[config.mk]
export PLATFORM = sky130hd
export DESIGN_NAME = stack_with_middle_and_half_reverse_core
export DESIGN_NICKNAME = d
export VERILOG_FILES = /design/src/design/smhr_pkg.sv /design/src/design/smhr_ram.sv /design/src/design/stack_with_middle_and_half_reverse_core.sv
export SDC_FILE = /design/constraint.sdc
export NUM_CORES = 1
export LEC_CHECK = 0
export ABC_CLOCK_PERIOD_IN_PS = 7350
export BUFFER_PORTS_ARGS = -buffer_cell sky130_fd_sc_hd__buf_2
export CAP_MARGIN = 5
export CORE_ASPECT_RATIO = 0.9
export CORE_MARGIN = 10
export CORE_UTILIZATION = 41
export DETAILED_ROUTE_END_ITERATION = 16
export GPL_ROUTABILITY_DRIVEN = 0
export GPL_TIMING_DRIVEN = 0
export PLACE_DENSITY_LB_ADDON = 0.05
export SLEW_MARGIN = 10
export SYNTH_ARGS = -nofsm -noshare
export SYNTH_HDL_FRONTEND = slang
export SYNTH_SLANG_ARGS = --single-unit
[constraint.sdc]
create_clock -name clk_i -period 7.35 [get_ports clk_i]
set_input_delay 1.47 -clock clk_i [delete_from_list [all_inputs] [get_ports clk_i]]
set_output_delay 1.47 -clock clk_i [all_outputs]
set_load 0.005 [all_outputs]
[src/design/smhr_pkg.sv]
// ----------------------------------------------------------------------------
// smhr_pkg: shared types and codes for the middle/half-reverse stack
// Operation and status codes plus the word formats of both channels.
// ----------------------------------------------------------------------------
package smhr_pkg;

  localparam int unsigned DATA_W = 32;

  localparam logic [2:0] OP_PUSH    = 3'd0;
  localparam logic [2:0] OP_POP     = 3'd1;
  localparam logic [2:0] OP_MIDDLE  = 3'd2;
  localparam logic [2:0] OP_REVERSE = 3'd3;
  localparam logic [2:0] OP_DUMP    = 3'd4;

  localparam logic [1:0] ST_OK    = 2'd0;
  localparam logic [1:0] ST_FULL  = 2'd1;
  localparam logic [1:0] ST_EMPTY = 2'd2;

  typedef struct packed {
    logic [2:0]               op;
    logic signed [DATA_W-1:0] push_value;
  } smhr_in_t;

  typedef struct packed {
    logic [1:0]               status;
    logic signed [DATA_W-1:0] data;
    logic                     last;
  } smhr_out_t;

endpackage

[src/design/smhr_ram.sv]
// ----------------------------------------------------------------------------
// smhr_ram: generic single-write, single-read RAM
// One write port and one read port with a registered read that holds its
// value while the read enable is low.
// ----------------------------------------------------------------------------
module smhr_ram #(
  parameter int unsigned WIDTH = 32,
  parameter int unsigned DEPTH = 16,
  localparam int unsigned AW = (DEPTH > 1) ? $clog2(DEPTH) : 1
) (
  input  logic             clk_i,
  input  logic             we_i,
  input  logic [AW-1:0]    waddr_i,
  input  logic [WIDTH-1:0] wdata_i,
  input  logic             re_i,
  input  logic [AW-1:0]    raddr_i,
  output logic [WIDTH-1:0] rdata_o
);

  logic [WIDTH-1:0] mem_q [DEPTH];

  always_ff @(posedge clk_i) begin
    if (we_i) begin
      mem_q[waddr_i] <= wdata_i;
    end
    if (re_i) begin
      rdata_o <= mem_q[raddr_i];
    end
  end

endmodule

[src/design/stack_with_middle_and_half_reverse_core.sv]
// ----------------------------------------------------------------------------
// stack_with_middle_and_half_reverse_core: bounded LIFO stack of 32-bit words
// Push, pop, middle read, bottom-half reverse and top-to-bottom dump, all
// through one single-port-read entry RAM driven by a small sequencer.
// ----------------------------------------------------------------------------
// Push, pop, middle and the full/empty answers stall the input through the accept
// cycle and the S_EMIT state that loads the result register. Reverse steps through
// S_REV_A, S_REV_B and S_REV_C for each swap: each swap is a read, a read and two writes.
// Dump gives one word per cycle, after a first read, while the result register is not
// stalled; a stalled full result register holds the sequencer. Reset clears the fill
// count, the sequencer and the output valid; the entry RAM is not cleared.
module stack_with_middle_and_half_reverse_core
  import smhr_pkg::*;
#(
  parameter int unsigned DEPTH = 16
) (
  input  logic      clk_i,
  input  logic      rst_ni,
  input  logic      in_valid_i,
  output logic      in_stall_o,
  input  smhr_in_t  in_data_i,
  output logic      out_valid_o,
  input  logic      out_stall_i,
  output smhr_out_t out_data_o
);

  localparam int unsigned AW = $clog2(DEPTH);
  localparam int unsigned CW = $clog2(DEPTH + 1);

  typedef enum logic [2:0] {
    S_IDLE,
    S_EMIT,
    S_REV_A,
    S_REV_B,
    S_REV_C,
    S_DUMP
  } state_e;

  state_e           state_q;
  logic [CW-1:0]    count_q;
  logic [AW-1:0]    i_q;
  logic [AW-1:0]    j_q;
  logic [DATA_W-1:0] tmp_q;
  logic [1:0]       res_status_q;
  logic             res_rd_q;
  logic             out_valid_q;
  smhr_out_t        out_q;

  logic              in_accept;
  logic              slot_free;
  logic              out_load;
  logic              full;
  logic              empty;
  logic [CW-1:0]     count_m1;
  logic [CW-1:0]     half;
  logic [AW-1:0]     top_addr;
  logic [AW-1:0]     mid_addr;
  logic [AW-1:0]     i_nxt;
  logic [AW-1:0]     j_nxt;
  logic              more_swaps;

  logic              ram_we;
  logic [AW-1:0]     ram_waddr;
  logic [DATA_W-1:0] ram_wdata;
  logic              ram_re;
  logic [AW-1:0]     ram_raddr;
  logic [DATA_W-1:0] ram_rdata;

  assign in_stall_o  = (state_q != S_IDLE);
  assign in_accept   = in_valid_i && !in_stall_o;
  assign slot_free   = !out_valid_q || !out_stall_i;
  assign out_load    = slot_free && (state_q == S_EMIT || state_q == S_DUMP);
  assign out_valid_o = out_valid_q;
  assign out_data_o  = out_q;

  assign full       = (count_q == CW'(DEPTH));
  assign empty      = (count_q == '0);
  assign count_m1   = count_q - 1'b1;
  assign half       = count_q >> 1;
  assign top_addr   = count_m1[AW-1:0];
  assign mid_addr   = AW'(count_m1 >> 1);
  assign i_nxt      = i_q + 1'b1;
  assign j_nxt      = j_q - 1'b1;
  assign more_swaps = (i_nxt < j_nxt);

  // RAM port control. Each reverse swap reads i, reads j, then writes both.
  always_comb begin
    ram_we    = 1'b0;
    ram_waddr = count_q[AW-1:0];
    ram_wdata = in_data_i.push_value;
    ram_re    = 1'b0;
    ram_raddr = i_q;
    unique case (state_q)
      S_IDLE: begin
        if (in_accept) begin
          if (in_data_i.op == OP_PUSH) begin
            ram_we = !full;
          end else if (!empty) begin
            if (in_data_i.op == OP_POP || in_data_i.op == OP_DUMP) begin
              ram_re    = 1'b1;
              ram_raddr = top_addr;
            end else if (in_data_i.op == OP_MIDDLE) begin
              ram_re    = 1'b1;
              ram_raddr = mid_addr;
            end else if (in_data_i.op == OP_REVERSE) begin
              ram_re    = 1'b1;
              ram_raddr = '0;
            end
          end
        end
      end
      S_REV_A: begin
        ram_re    = 1'b1;
        ram_raddr = j_q;
      end
      S_REV_B: begin
        ram_we    = 1'b1;
        ram_waddr = i_q;
        ram_wdata = ram_rdata;
      end
      S_REV_C: begin
        ram_we    = 1'b1;
        ram_waddr = j_q;
        ram_wdata = tmp_q;
        ram_re    = more_swaps;
        ram_raddr = i_nxt;
      end
      S_DUMP: begin
        ram_re    = slot_free && (i_q != '0);
        ram_raddr = i_q - 1'b1;
      end
      default: ;
    endcase
  end

  smhr_ram #(
    .WIDTH(DATA_W),
    .DEPTH(DEPTH)
  ) u_ram (
    .clk_i  (clk_i),
    .we_i   (ram_we),
    .waddr_i(ram_waddr),
    .wdata_i(ram_wdata),
    .re_i   (ram_re),
    .raddr_i(ram_raddr),
    .rdata_o(ram_rdata)
  );

  always_ff @(posedge clk_i or negedge rst_ni) begin
    if (!rst_ni) begin
      state_q      <= S_IDLE;
      count_q      <= '0;
      i_q          <= '0;
      j_q          <= '0;
      tmp_q        <= '0;
      res_status_q <= ST_OK;
      res_rd_q     <= 1'b0;
      out_valid_q  <= 1'b0;
      out_q        <= '0;
    end else begin
      if (out_load) begin
        out_valid_q <= 1'b1;
      end else if (out_valid_q && !out_stall_i) begin
        out_valid_q <= 1'b0;
      end
      unique case (state_q)
        S_IDLE: begin
          if (in_accept) begin
            if (in_data_i.op == OP_PUSH) begin
              res_rd_q <= 1'b0;
              if (full) begin
                res_status_q <= ST_FULL;
              end else begin
                res_status_q <= ST_OK;
                count_q      <= count_q + 1'b1;
              end
              state_q <= S_EMIT;
            end else if (in_data_i.op <= OP_DUMP) begin
              if (empty) begin
                res_status_q <= ST_EMPTY;
                res_rd_q     <= 1'b0;
                state_q      <= S_EMIT;
              end else if (in_data_i.op == OP_POP) begin
                count_q      <= count_m1;
                res_status_q <= ST_OK;
                res_rd_q     <= 1'b1;
                state_q      <= S_EMIT;
              end else if (in_data_i.op == OP_MIDDLE) begin
                res_status_q <= ST_OK;
                res_rd_q     <= 1'b1;
                state_q      <= S_EMIT;
              end else if (in_data_i.op == OP_REVERSE) begin
                // A bottom half shorter than two entries stays as it is.
                res_status_q <= ST_OK;
                res_rd_q     <= 1'b0;
                i_q          <= '0;
                j_q          <= AW'(half - 1'b1);
                if (half >= CW'(2)) begin
                  state_q <= S_REV_A;
                end else begin
                  state_q <= S_EMIT;
                end
              end else begin
                i_q     <= top_addr;
                state_q <= S_DUMP;
              end
            end
          end
        end
        S_EMIT: begin
          if (slot_free) begin
            out_q.status  <= res_status_q;
            out_q.data    <= res_rd_q ? ram_rdata : '0;
            out_q.last    <= 1'b1;
            state_q       <= S_IDLE;
          end
        end
        S_REV_A: begin
          tmp_q   <= ram_rdata;
          state_q <= S_REV_B;
        end
        S_REV_B: begin
          state_q <= S_REV_C;
        end
        S_REV_C: begin
          i_q <= i_nxt;
          j_q <= j_nxt;
          if (more_swaps) begin
            state_q <= S_REV_A;
          end else begin
            state_q <= S_EMIT;
          end
        end
        S_DUMP: begin
          if (slot_free) begin
            out_q.status <= ST_OK;
            out_q.data   <= ram_rdata;
            out_q.last   <= (i_q == '0);
            if (i_q == '0) begin
              state_q <= S_IDLE;
            end else begin
              i_q <= i_q - 1'b1;
            end
          end
        end
        default: begin
          state_q <= S_IDLE;
        end
      endcase
    end
  end

endmodule

==> results.tsv, run 1 <==
metric	value	unit
netlist_instances	1668	
synth_top_area_cell	sky130_fd_sc_hd__edfxtp_1	
timing.critical_path.to_type	flop	
via_per_inst	5.60	
synth_area_leaders	sky130_fd_sc_hd__edfxtp_1 64%, sky130_fd_sc_hd__dfrtp_1 8.5%, sky130_fd_sc_hd__mux4_2 5.8%	
final_critical_delay_including_setup_and_external_delays	4560	ps
die_height	257	um
worst_hold_path_type	flop to flop	
max_slew.worst_pin.slew	1390	ps
multi_input_comb_area	6700	um2
fin_crit_sh	62.0	%
num-fill-cells	5366	
cts.path.max_buffers	3	
wl_per_cell	27.5	um
cp-start-kind	input port	
vias	15251	
synthFlopType	sky130_fd_sc_hd__edfxtp_1	
post_cts_resize_count	0	
clock.fmax	0.219	GHz
post_route_cells_drive_above_1_share	19.0	%
htree_num_levels	3	
clkSinkCount	631	
die-area	72900	um2
dr.pass1.iters	5	
critical_path_required	7820	ps
ys_seq_area_share	72.2	%
clk_pin_slew	60	ps
yosysTopAreaCellShare	63.7	%
totalWireLength	74.9	mm
ys_async_sr_fraction	13.8	%
ys_types	60	
row_count	86	
p_int	8.94	mW
placed_cells	2597	
crit_fanout	10	
synthesis.nets	1720	
setup_violations	0	
warning_count_from_the_yosys_run	0	
tritoncts	yes	
switchingPower	5.78	mW
ir_drop	0.000313	V
horiz_die_dim	284	um
total_leakage_power	10.6	nW
placement.io_buffers	74	
route.detailed.drc	0	
synth_commonest_cells	544 x sky130_fd_sc_hd__edfxtp_1, 291 x sky130_fd_sc_hd__nand2_1, 87 x sky130_fd_sc_hd__dfrtp_1	
power_switching_share	39.3	%
final_antenna_net_count	0	
cts-hold-fix-buffers	0	
arrival	5030	ps
drv_cap	0	
synth_area	25600	um2
num_antenna_cells	0	
drt_iter0_markers	1413	
grt_first_pass_wirelength	109	mm
first_global_vias	15298	
critical_setup_path_kind	input port to flop	
stdcell_count	2723	
worst_clock_skew	17.8	ps
num-nets-final	1883	
slew_headroom	7.44	%
floorplan.initialDensity	41.7	%
grt_start_max_net_pins	59	
cts_setup_buffers	0	
sequentialPowerShare	34.7	%
finalPower	14.7	mW
hold_violations	0	
grt.overflow.total	0	
yosys.cell_count.top_type	sky130_fd_sc_hd__edfxtp_1	
placeable_core_region	61500	um2
clk_latency	610	ps
clockRootBuffer	sky130_fd_sc_hd__clkbuf_16	
power.share.combinational	42.1	%
pwr_per_cell_area	494	nW/um2
run_status	finished, final reports clean	
clock_power_share	23.2	%
report.final.slew_viol_count	0	
ff_latch_area	18500	um2
dp_hpwl	48.7	mm
ios	76	
cts-buffers-inserted	68	
synthToLayoutAreaGrowth	16.2	%
syn-mean-instance-area	15.4	um2
synth_edf_count	544	
fin_util	48.4	%
synth.ff_latch_count	631	
antenna_found_initial	2	
finalSetupTns	0	ps
gr-usage-all-layers	20.3	%
grt_setup_unrepaired	no	
[metal layers]
| layer | global-route usage [%] | vias up | share of wire (%) |
|---|---|---|---|
| met5 | 0 | - | 0 |
| li1 | - | 6760 | - |
| met2 | 31.8 | 442 | 46 |
| met4 | 5.92 | 0 | 2.5 |
| met3 | 3.67 | 114 | 5.8 |
| met1 | 28.7 | 7935 | 46 |
[logic make-up (layout without fill, tap and decap cells)]
group / Yosys count / after routing / synth area share, %
adders and majority gates: 13 / 13 / 0.634
AOI/OAI and AO/OA: 303 / 303 / 8.51
xor gates and xnor gates: 16 / 16 / 0.547
and+or+nand+nor: 478 / 478 / 8.40
DFF: 631 / 631 / 72.2
buffers and inverters: 120 / 339 / 2.13
muxes: 107 / 107 / 7.57
[area by class of cell]
type                    count  share of cell area [%]
repair buffers             93                    2.60
clock buffers              86                    6.29
plain buffers             108                    1.70
clock inverters            40                    1.14
well taps                 836                    3.51
multi-input cells         917                    22.5
inverters                  12                   0.151
flip-flops and latches    631                    62.1
[power groups by stage]
stage               Clock (mW)  Sequential [mW]  Combinational [mW]
floorplan                    0             5.09                3.84
global placement             0             5.19                6.07
detailed placement           0             5.17                6.26
CTS                       3.47             5.11                6.30
global route              3.61             5.16                6.74
finish                    3.41             5.11                6.20
[final timing paths]
| kind | start | end | slack [ps] | depth (start not counted) |
|---|---|---|---|---|
| setup / recovery | in_data_i[32] | u_ram.rdata_o[28] | 2790 | 11 |
| hold / removal | out_data_o[33] | out_data_o[33] | 480 | 2 |
| setup reg to reg | count_q[2] | u_ram.rdata_o[28] | 2790 | 12 |
| hold reg to reg | out_data_o[33] | out_data_o[33] | 480 | 2 |
| max in group asynchronous | rst_ni | out_data_o[16] | 5900 | 2 |
| min in group asynchronous | rst_ni | count_q[4] | 730 | 1 |
[through the flow]
stage / instance area [um2] / setup slack (ps) / hold slack, ps
finish: 29800 / 2790 / 482
global route: 29800 / 2640 / 511
CTS: 29800 / 2810 / 495
detailed placement: 27600 / 2220 / 482
global placement: 27100 / 363 / 464
floorplan: 25600 / 2820 / 473
[worst max-delay path, stage by stage]
cell and delay (ps):
sky130_fd_sc_hd__buf_2 110, sky130_fd_sc_hd__clkbuf_1 220, sky130_fd_sc_hd__nor2_1 370, sky130_fd_sc_hd__nand2_1 170
sky130_fd_sc_hd__o21a_1 200, sky130_fd_sc_hd__nor3_1 500, sky130_fd_sc_hd__a211oi_1 280, sky130_fd_sc_hd__nor2_1 560
sky130_fd_sc_hd__clkbuf_1 690, sky130_fd_sc_hd__a22oi_1 310, sky130_fd_sc_hd__nand3_1 130
[state kept, by name, indices dropped and copies added (netlist names)]
| register | count |
|---|---|
| u_ram.mem_q | 512 |
| tmp_q | 32 |
| res_rd_q | 1 |
| i_q | 4 |
| res_status_q | 2 |
| j_q | 4 |
| state_q | 3 |
| out_data_o | 35 |
| count_q | 5 |
| u_ram.rdata_o | 32 |
| out_valid_o | 1 |
[placed cells by master (no fill, tap or decap), types with 16 or more instances in the layout]
cell type and n:
sky130_fd_sc_hd__a22oi_1 64, sky130_fd_sc_hd__buf_2 102, sky130_fd_sc_hd__mux4_2 66, sky130_fd_sc_hd__a211o_1 64, sky130_fd_sc_hd__o21ai_0 23, sky130_fd_sc_hd__and3_1 63
sky130_fd_sc_hd__nor2_1 21, sky130_fd_sc_hd__a22o_1 32, sky130_fd_sc_hd__a21oi_1 85, sky130_fd_sc_hd__clkinv_1 19, sky130_fd_sc_hd__clkbuf_1 64, sky130_fd_sc_hd__nand3_1 42
sky130_fd_sc_hd__dfrtp_1 87, sky130_fd_sc_hd__mux2_2 35, sky130_fd_sc_hd__edfxtp_1 544, sky130_fd_sc_hd__nor2_4 16, sky130_fd_sc_hd__clkbuf_16 71, sky130_fd_sc_hd__nand2_1 291
No activity file was read; power rests on OpenSTA's default activity.
==> run 2: changes to the inputs <==
--- a/config.mk
+++ b/config.mk
@@ -5,7 +5,7 @@
 export SDC_FILE = /design/constraint.sdc
 export NUM_CORES = 1
 export LEC_CHECK = 0
-export ABC_CLOCK_PERIOD_IN_PS = 7350
+export ABC_CLOCK_PERIOD_IN_PS = 3800
 export BUFFER_PORTS_ARGS = -buffer_cell sky130_fd_sc_hd__buf_2
 export CAP_MARGIN = 5
 export CORE_ASPECT_RATIO = 0.9
==> constraint.sdc (replaced) <==
create_clock -name clk_i -period 3.8 [get_ports clk_i]
set_input_delay 0.76 -clock clk_i [delete_from_list [all_inputs] [get_ports clk_i]]
set_output_delay 0.76 -clock clk_i [all_outputs]
set_load 0.005 [all_outputs]
==> run 2 against run 1 <==
- utilization is 1.7 points higher
- worst setup slack worse by 2600 ps
- register-to-register slack got worse by 2600 ps
- cell area grew 3.6%
- first-iteration DRC count is 9.8% higher
- worst hold slack got worse by 430 ps
- clock-buffer cell count up 18
- largest cell class unchanged
- largest power group unchanged
- highest routed layer unchanged
==> results.tsv, run 2 (same netlist as run 1, synthesis figures left out) <==
metric	value	unit
wl_per_cell	27.9	um
floorplan.initialDensity	41.7	%
clockRootBuffer	sky130_fd_sc_hd__clkbuf_16	
slowest_delay	520	ps
cts-buffers-inserted	68	
max_slew.worst_pin.slew	1050	ps
critical_path_required	4140	ps
post_route_cells_drive_above_1_share	23.1	%
grt_first_pass_wirelength	112	mm
timing.critical_path.to_type	flop	
htree_num_levels	3	
die-area	72900	um2
cts-hold-fix-buffers	0	
timing.critical_path.max_delay_family	buffers and inverters	
layout.cells.most_common	sky130_fd_sc_hd__edfxtp_1	
cell_with_the_biggest_individual_delay_on_the_critical_path	sky130_fd_sc_hd__mux4_2	
placement.io_buffers	74	
worst_hold_path_type	input port to async pin	
drt_iter0_markers	1551	
antenna_found_initial	2	
pwr_per_cell_area	955	nW/um2
via_per_inst	5.69	
setup_violations	0	
arrival	4000	ps
synthToLayoutAreaGrowth	20.4	%
grt_setup_unrepaired	no	
clk_pin_slew	60	ps
clk_latency	610	ps
r2r-start	count_q[0]	
worst_hold_slack	49.3	ps
slew_headroom	29.9	%
critical_setup_path_kind	flop to flop	
gr-usage-all-layers	20.9	%
ios	76	
mostFrequentLayoutCells	544 x sky130_fd_sc_hd__edfxtp_1, 291 x sky130_fd_sc_hd__nand2_1, 100 x sky130_fd_sc_hd__buf_2	
tritoncts	yes	
die_height	257	um
largest_register	u_ram.mem_q	
totalWireLength	76.9	mm
horiz_die_dim	284	um
placeable_core_region	61500	um2
total_leakage_power	11.1	nW
run_status	finished, final reports clean	
drv_cap	0	
num-nets-final	1919	
report.final.slew_viol_count	0	
worst-path-buf-inv	5	
largest_register_ffs	512	
dp_hpwl	50.0	mm
final_critical_delay_including_setup_and_external_delays	3660	ps
clock.fmax	0.273	GHz
vias	15689	
fin_crit_sh	96.2	%
cts.path.max_buffers	3	
hold_violations	0	
grt.overflow.total	0	
critical_path.cell_chain	inv_1 -> ha_4 -> or4b_4 -> buf_4 -> nand3_4 -> nor2_1 -> a2111oi_4 -> buf_12 -> buf_16 -> bufbuf_16 -> mux4_2 -> a22oi_1 -> nand3_1	
first_global_vias	15897	
worst_clock_skew	19.7	ps
regToRegEndpoint	u_ram.rdata_o[6]	
dr.pass1.iters	7	
rrSetupSlack	140	ps
crit_fanout	10	
row_count	86	
worst-r2r-cell-count	13	
clkSinkCount	631	
placed_cells	2605	
fin_util	50.1	%
final_antenna_net_count	0	
grt_start_max_net_pins	58	
num_antenna_cells	0	
route.detailed.drc	0	
cp-start-kind	flop	
ir_drop	0.000509	V
stdcell_count	2758	
==> run 2: cell count changes in the layout (fill, tap and decap cells not counted), moves of 4 or more <==
cell,change
sky130_fd_sc_hd__a22oi_1,-4
sky130_fd_sc_hd__a22oi_2,+4
sky130_fd_sc_hd__buf_1,-10
sky130_fd_sc_hd__buf_12,+13
sky130_fd_sc_hd__buf_16,+18
sky130_fd_sc_hd__buf_4,+14
sky130_fd_sc_hd__clkbuf_1,-10
sky130_fd_sc_hd__clkbuf_2,+23
sky130_fd_sc_hd__clkbuf_8,+4
sky130_fd_sc_hd__clkinv_1,-15
sky130_fd_sc_hd__clkinv_2,-5
==> run 2: power breakdown <==
part           internal, mW  switching (mW)  total [mW]
registers              9.37           0.536        9.90
clock network          4.09            2.70        6.79
logic                  4.61            8.18        12.8
total                  18.1            11.4        29.5
==> run 2: layout make-up <==
cell class,count,area [um2]
Buffer,106,639
Clock buffer,104,1980
Clock inverter,21,308
Fill cell,5208,30700
Inverter,12,47.5
Multi-Input combinational cell,917,6790
Sequential cell,631,18500
Tap cell,836,1050
Timing Repair Buffer,131,1540
==> run 2: worst max path at each step <==
stage | start | end | slack, ps | cells after the start
floorplan | state_q[1] | u_ram.mem_q[0][0] | -60 | 9
global route | state_q[1] | u_ram.mem_q[0][8] | 4 | 7
detailed placement | count_q[0] | u_ram.rdata_o[19] | -780 | 13
finish | count_q[0] | u_ram.rdata_o[6] | 140 | 13
CTS | count_q[2] | u_ram.rdata_o[19] | -8 | 12
global placement | state_q[1] | u_ram.mem_q[6][14] | -2800 | 9
==> run 2: layer usage <==
metal / part of all wire [%] / track usage (%) / vias up
met5: 0 / 0 / -
met4: 3.3 / 7.61 / 0
met3: 6.5 / 3.92 / 135
met2: 46 / 32.7 / 583
met1: 44 / 28.7 / 8136
li1: - / - / 6835
==> run 2: per-stage QoR <==
stage / power [mW] / setup TNS [ps] / worst slack (ps) / instance area [um2]
2_1_floorplan: 17.3 / -10510 / -63.7 / 25600
3_3_place_gp: 21.8 / -1261190 / -2800 / 27100
3_5_place_dp: 22.2 / -128240 / -777 / 27900
4_1_cts: 29.6 / -8.27 / -8.27 / 30500
5_1_grt: 31.0 / 0 / 3.89 / 30900
6_report: 29.5 / 0 / 143 / 30900
==> run 2: worst register-to-register path, stage by stage, from the launching register on <==
cell                        delay [ps]
sky130_fd_sc_hd__dfrtp_2           400
sky130_fd_sc_hd__inv_1             160
sky130_fd_sc_hd__ha_4              180
sky130_fd_sc_hd__or4b_4            470
sky130_fd_sc_hd__buf_4             190
sky130_fd_sc_hd__nand3_4           140
sky130_fd_sc_hd__nor2_1            110
sky130_fd_sc_hd__a2111oi_4         260
sky130_fd_sc_hd__buf_12            190
sky130_fd_sc_hd__buf_16            170
sky130_fd_sc_hd__bufbuf_16         300
sky130_fd_sc_hd__mux4_2            520
sky130_fd_sc_hd__a22oi_1           180
sky130_fd_sc_hd__nand3_1           130
==> run 2: timing repair <==
item	CTS	global route
setup endpoints to repair	757	586
endpoints found under the hold margin	0	0
pin swaps	8	13
resized for setup	60	32
setup buffers	9	20
gates cloned	1	0
==> run 3: changes to the inputs <==
--- a/config.mk
+++ b/config.mk
@@ -5,7 +5,7 @@
 export SDC_FILE = /design/constraint.sdc
 export NUM_CORES = 1
 export LEC_CHECK = 0
-export ABC_CLOCK_PERIOD_IN_PS = 3800
+export ABC_CLOCK_PERIOD_IN_PS = 4700
 export BUFFER_PORTS_ARGS = -buffer_cell sky130_fd_sc_hd__buf_2
 export CAP_MARGIN = 5
 export CORE_ASPECT_RATIO = 0.9
==> constraint.sdc (replaced) <==
create_clock -name clk_i -period 4.7 [get_ports clk_i]
set_input_delay 0.94 -clock clk_i [delete_from_list [all_inputs] [get_ports clk_i]]
set_output_delay 0.94 -clock clk_i [all_outputs]
set_load 0.005 [all_outputs]
==> run 3 against run 2 <==
- fmax down 18%
- clock-buffer cell count down 18
- total power down 22%
- clock power down 22%
- critical path depth down 1
- cell area down 3.4%
- routed wire length down 2.6%
- sequential cell count unchanged
- combinational power down 24%
- sequential power down 19%
- clock skew down 1.7 ps
- largest cell class unchanged
- highest routed layer unchanged
==> results.tsv, run 3 (same netlist as run 1, synthesis figures left out) <==
metric	value	unit
run_status	finished, final reports clean	
largest_register	u_ram.mem_q	
rrSetupSlack	250	ps
crit_path_start	count_q[0]	
slew_headroom	7.49	%
drv_cap	0	
totalWireLength	74.9	mm
route.detailed.drc	0	
cts-buffers-inserted	68	
hold_violations	0	
dp_worst_setup_slack	96.4	ps
wl_per_cell	27.5	um
largest_register_ffs	512	
mostFrequentLayoutCells	544 x sky130_fd_sc_hd__edfxtp_1, 291 x sky130_fd_sc_hd__nand2_1, 102 x sky130_fd_sc_hd__buf_2	
cell_with_the_biggest_individual_delay_on_the_critical_path	sky130_fd_sc_hd__mux4_2	
multi_input_comb_area	6710	um2
die-area	72900	um2
ff_latch_area	18500	um2
switchingPower	9.05	mW
regToRegEndpoint	u_ram.rdata_o[9]	
first_global_vias	15298	
gr-usage-all-layers	20.3	%
clock.fmax	0.225	GHz
placement.io_buffers	74	
clk_latency	620	ps
placed_cells	2597	
tritoncts	yes	
grt_first_pass_wirelength	109	mm
grt_start_max_net_pins	59	
cts-hold-fix-buffers	0	
drt_iter0_markers	1419	
cts.path.max_buffers	3	
worst_hold_slack	199	ps
timing.critical_path.to_type	flop	
post_dp_cell_area	27600	um2
power.share.combinational	42.1	%
htree_num_levels	3	
critical_path_required	5010	ps
row_count	86	
post_cts_resize_count	0	
sequentialPowerShare	34.7	%
clock_power_share	23.2	%
arrival	4760	ps
endpoint	u_ram.rdata_o[9]	
critical_path.cell_chain	clkbuf_1 -> inv_1 -> ha_1 -> or4b_1 -> buf_4 -> nand3_2 -> nor2_1 -> a2111oi_4 -> buf_2 -> mux4_2 -> a22oi_1 -> nand3_1	
total_leakage_power	10.6	nW
fin_crit_sh	94.8	%
num-nets-final	1883	
layout.cells.most_common	sky130_fd_sc_hd__edfxtp_1	
num-fill-cells	5365	
ir_drop	0.000489	V
clk_pin_slew	60	ps
worst_hold_path_type	input port to async pin	
layout_setup_ws	246	ps
final_antenna_net_count	0	
floorplan.initialDensity	41.7	%
cts_setup_buffers	0	
clkSinkCount	631	
post_route_cells_drive_above_1_share	19.1	%
ios	76	
stdcell_count	2723	
grt_setup_unrepaired	no	
max_slew.worst_pin.slew	1390	ps
placeable_core_region	61500	um2
synthToLayoutAreaGrowth	16.3	%
via_per_inst	5.60	
antenna_found_initial	2	
p_int	14.0	mW
slowest_delay	590	ps
clockRootBuffer	sky130_fd_sc_hd__clkbuf_16	
worst-r2r-cell-count	12	
grt.overflow.total	0	
report.final.slew_viol_count	0	
crit_fanout	10	
setup_violations	0	
worst_clock_skew	18.0	ps
vias	15250	
design_area	29800	um2
dp_hpwl	48.7	mm
power_switching_share	39.3	%
cp-start-kind	flop	
horiz_die_dim	284	um
num_antenna_cells	0	
dr.pass1.iters	5	
die_height	257	um
final_critical_delay_including_setup_and_external_delays	4450	ps
critical_setup_path_kind	flop to flop	
r2r-start	count_q[0]	
pwr_per_cell_area	773	nW/um2
==> run 3: stage by stage <==
| stage | power [mW] | TNS (ps) | utilization [%] |
|---|---|---|---|
| CTS | 23.3 | 0 | 48.4 |
| detailed placement | 17.9 | 0 | 44.8 |
| global route | 24.3 | 0 | 48.4 |
| floorplan | 14.0 | 0 | - |
| finish | 23.0 | 0 | 48.4 |
| global placement | 17.6 | -782830 | 44.0 |
==> run 3: how the worst min path moves through the flow <==
stage / endpoint / slack, ps
global placement: out_data_o[33] / 460
floorplan: out_data_o[33] / 470
CTS: count_q[4] / 190
detailed placement: out_data_o[33] / 480
global route: count_q[4] / 210
finish: count_q[4] / 200
==> run 3: layer usage <==
layer | GRT usage [%] | routed length (um) | share of wire (%)
met4 | 5.92 | 1880 | 2.5
met5 | 0 | 0 | 0
met2 | 31.8 | 34600 | 46
met3 | 3.67 | 4360 | 5.8
met1 | 28.7 | 34100 | 45
==> run 3: area by class of cell <==
cell class	instances	share of cell area (%)
well taps	836	3.51
clock inverters	40	1.14
plain buffers	108	1.70
multi-input cells	917	22.5
clock buffers	86	6.28
inverters	12	0.151
repair buffers	93	2.60
flip-flops and latches	631	62.1
==> run 3: power groups by stage <==
stage,Clock (mW),Sequential (mW),Combinational (mW)
2_1_floorplan,0,7.95,6.01
3_3_place_gp,0,8.11,9.49
3_5_place_dp,0,8.09,9.80
4_1_cts,5.42,7.99,9.85
5_1_grt,5.65,8.07,10.5
6_report,5.33,7.99,9.70
==> run 3: worst max-delay path, delay by kind of cell, from the launching register on <==
family          cells  cell delay, ps
buf+inv             4            1150
fa+ha+maj           1             260
flops               1             380
mux                 1             590
simple gates        4             940
compound gates      2             810
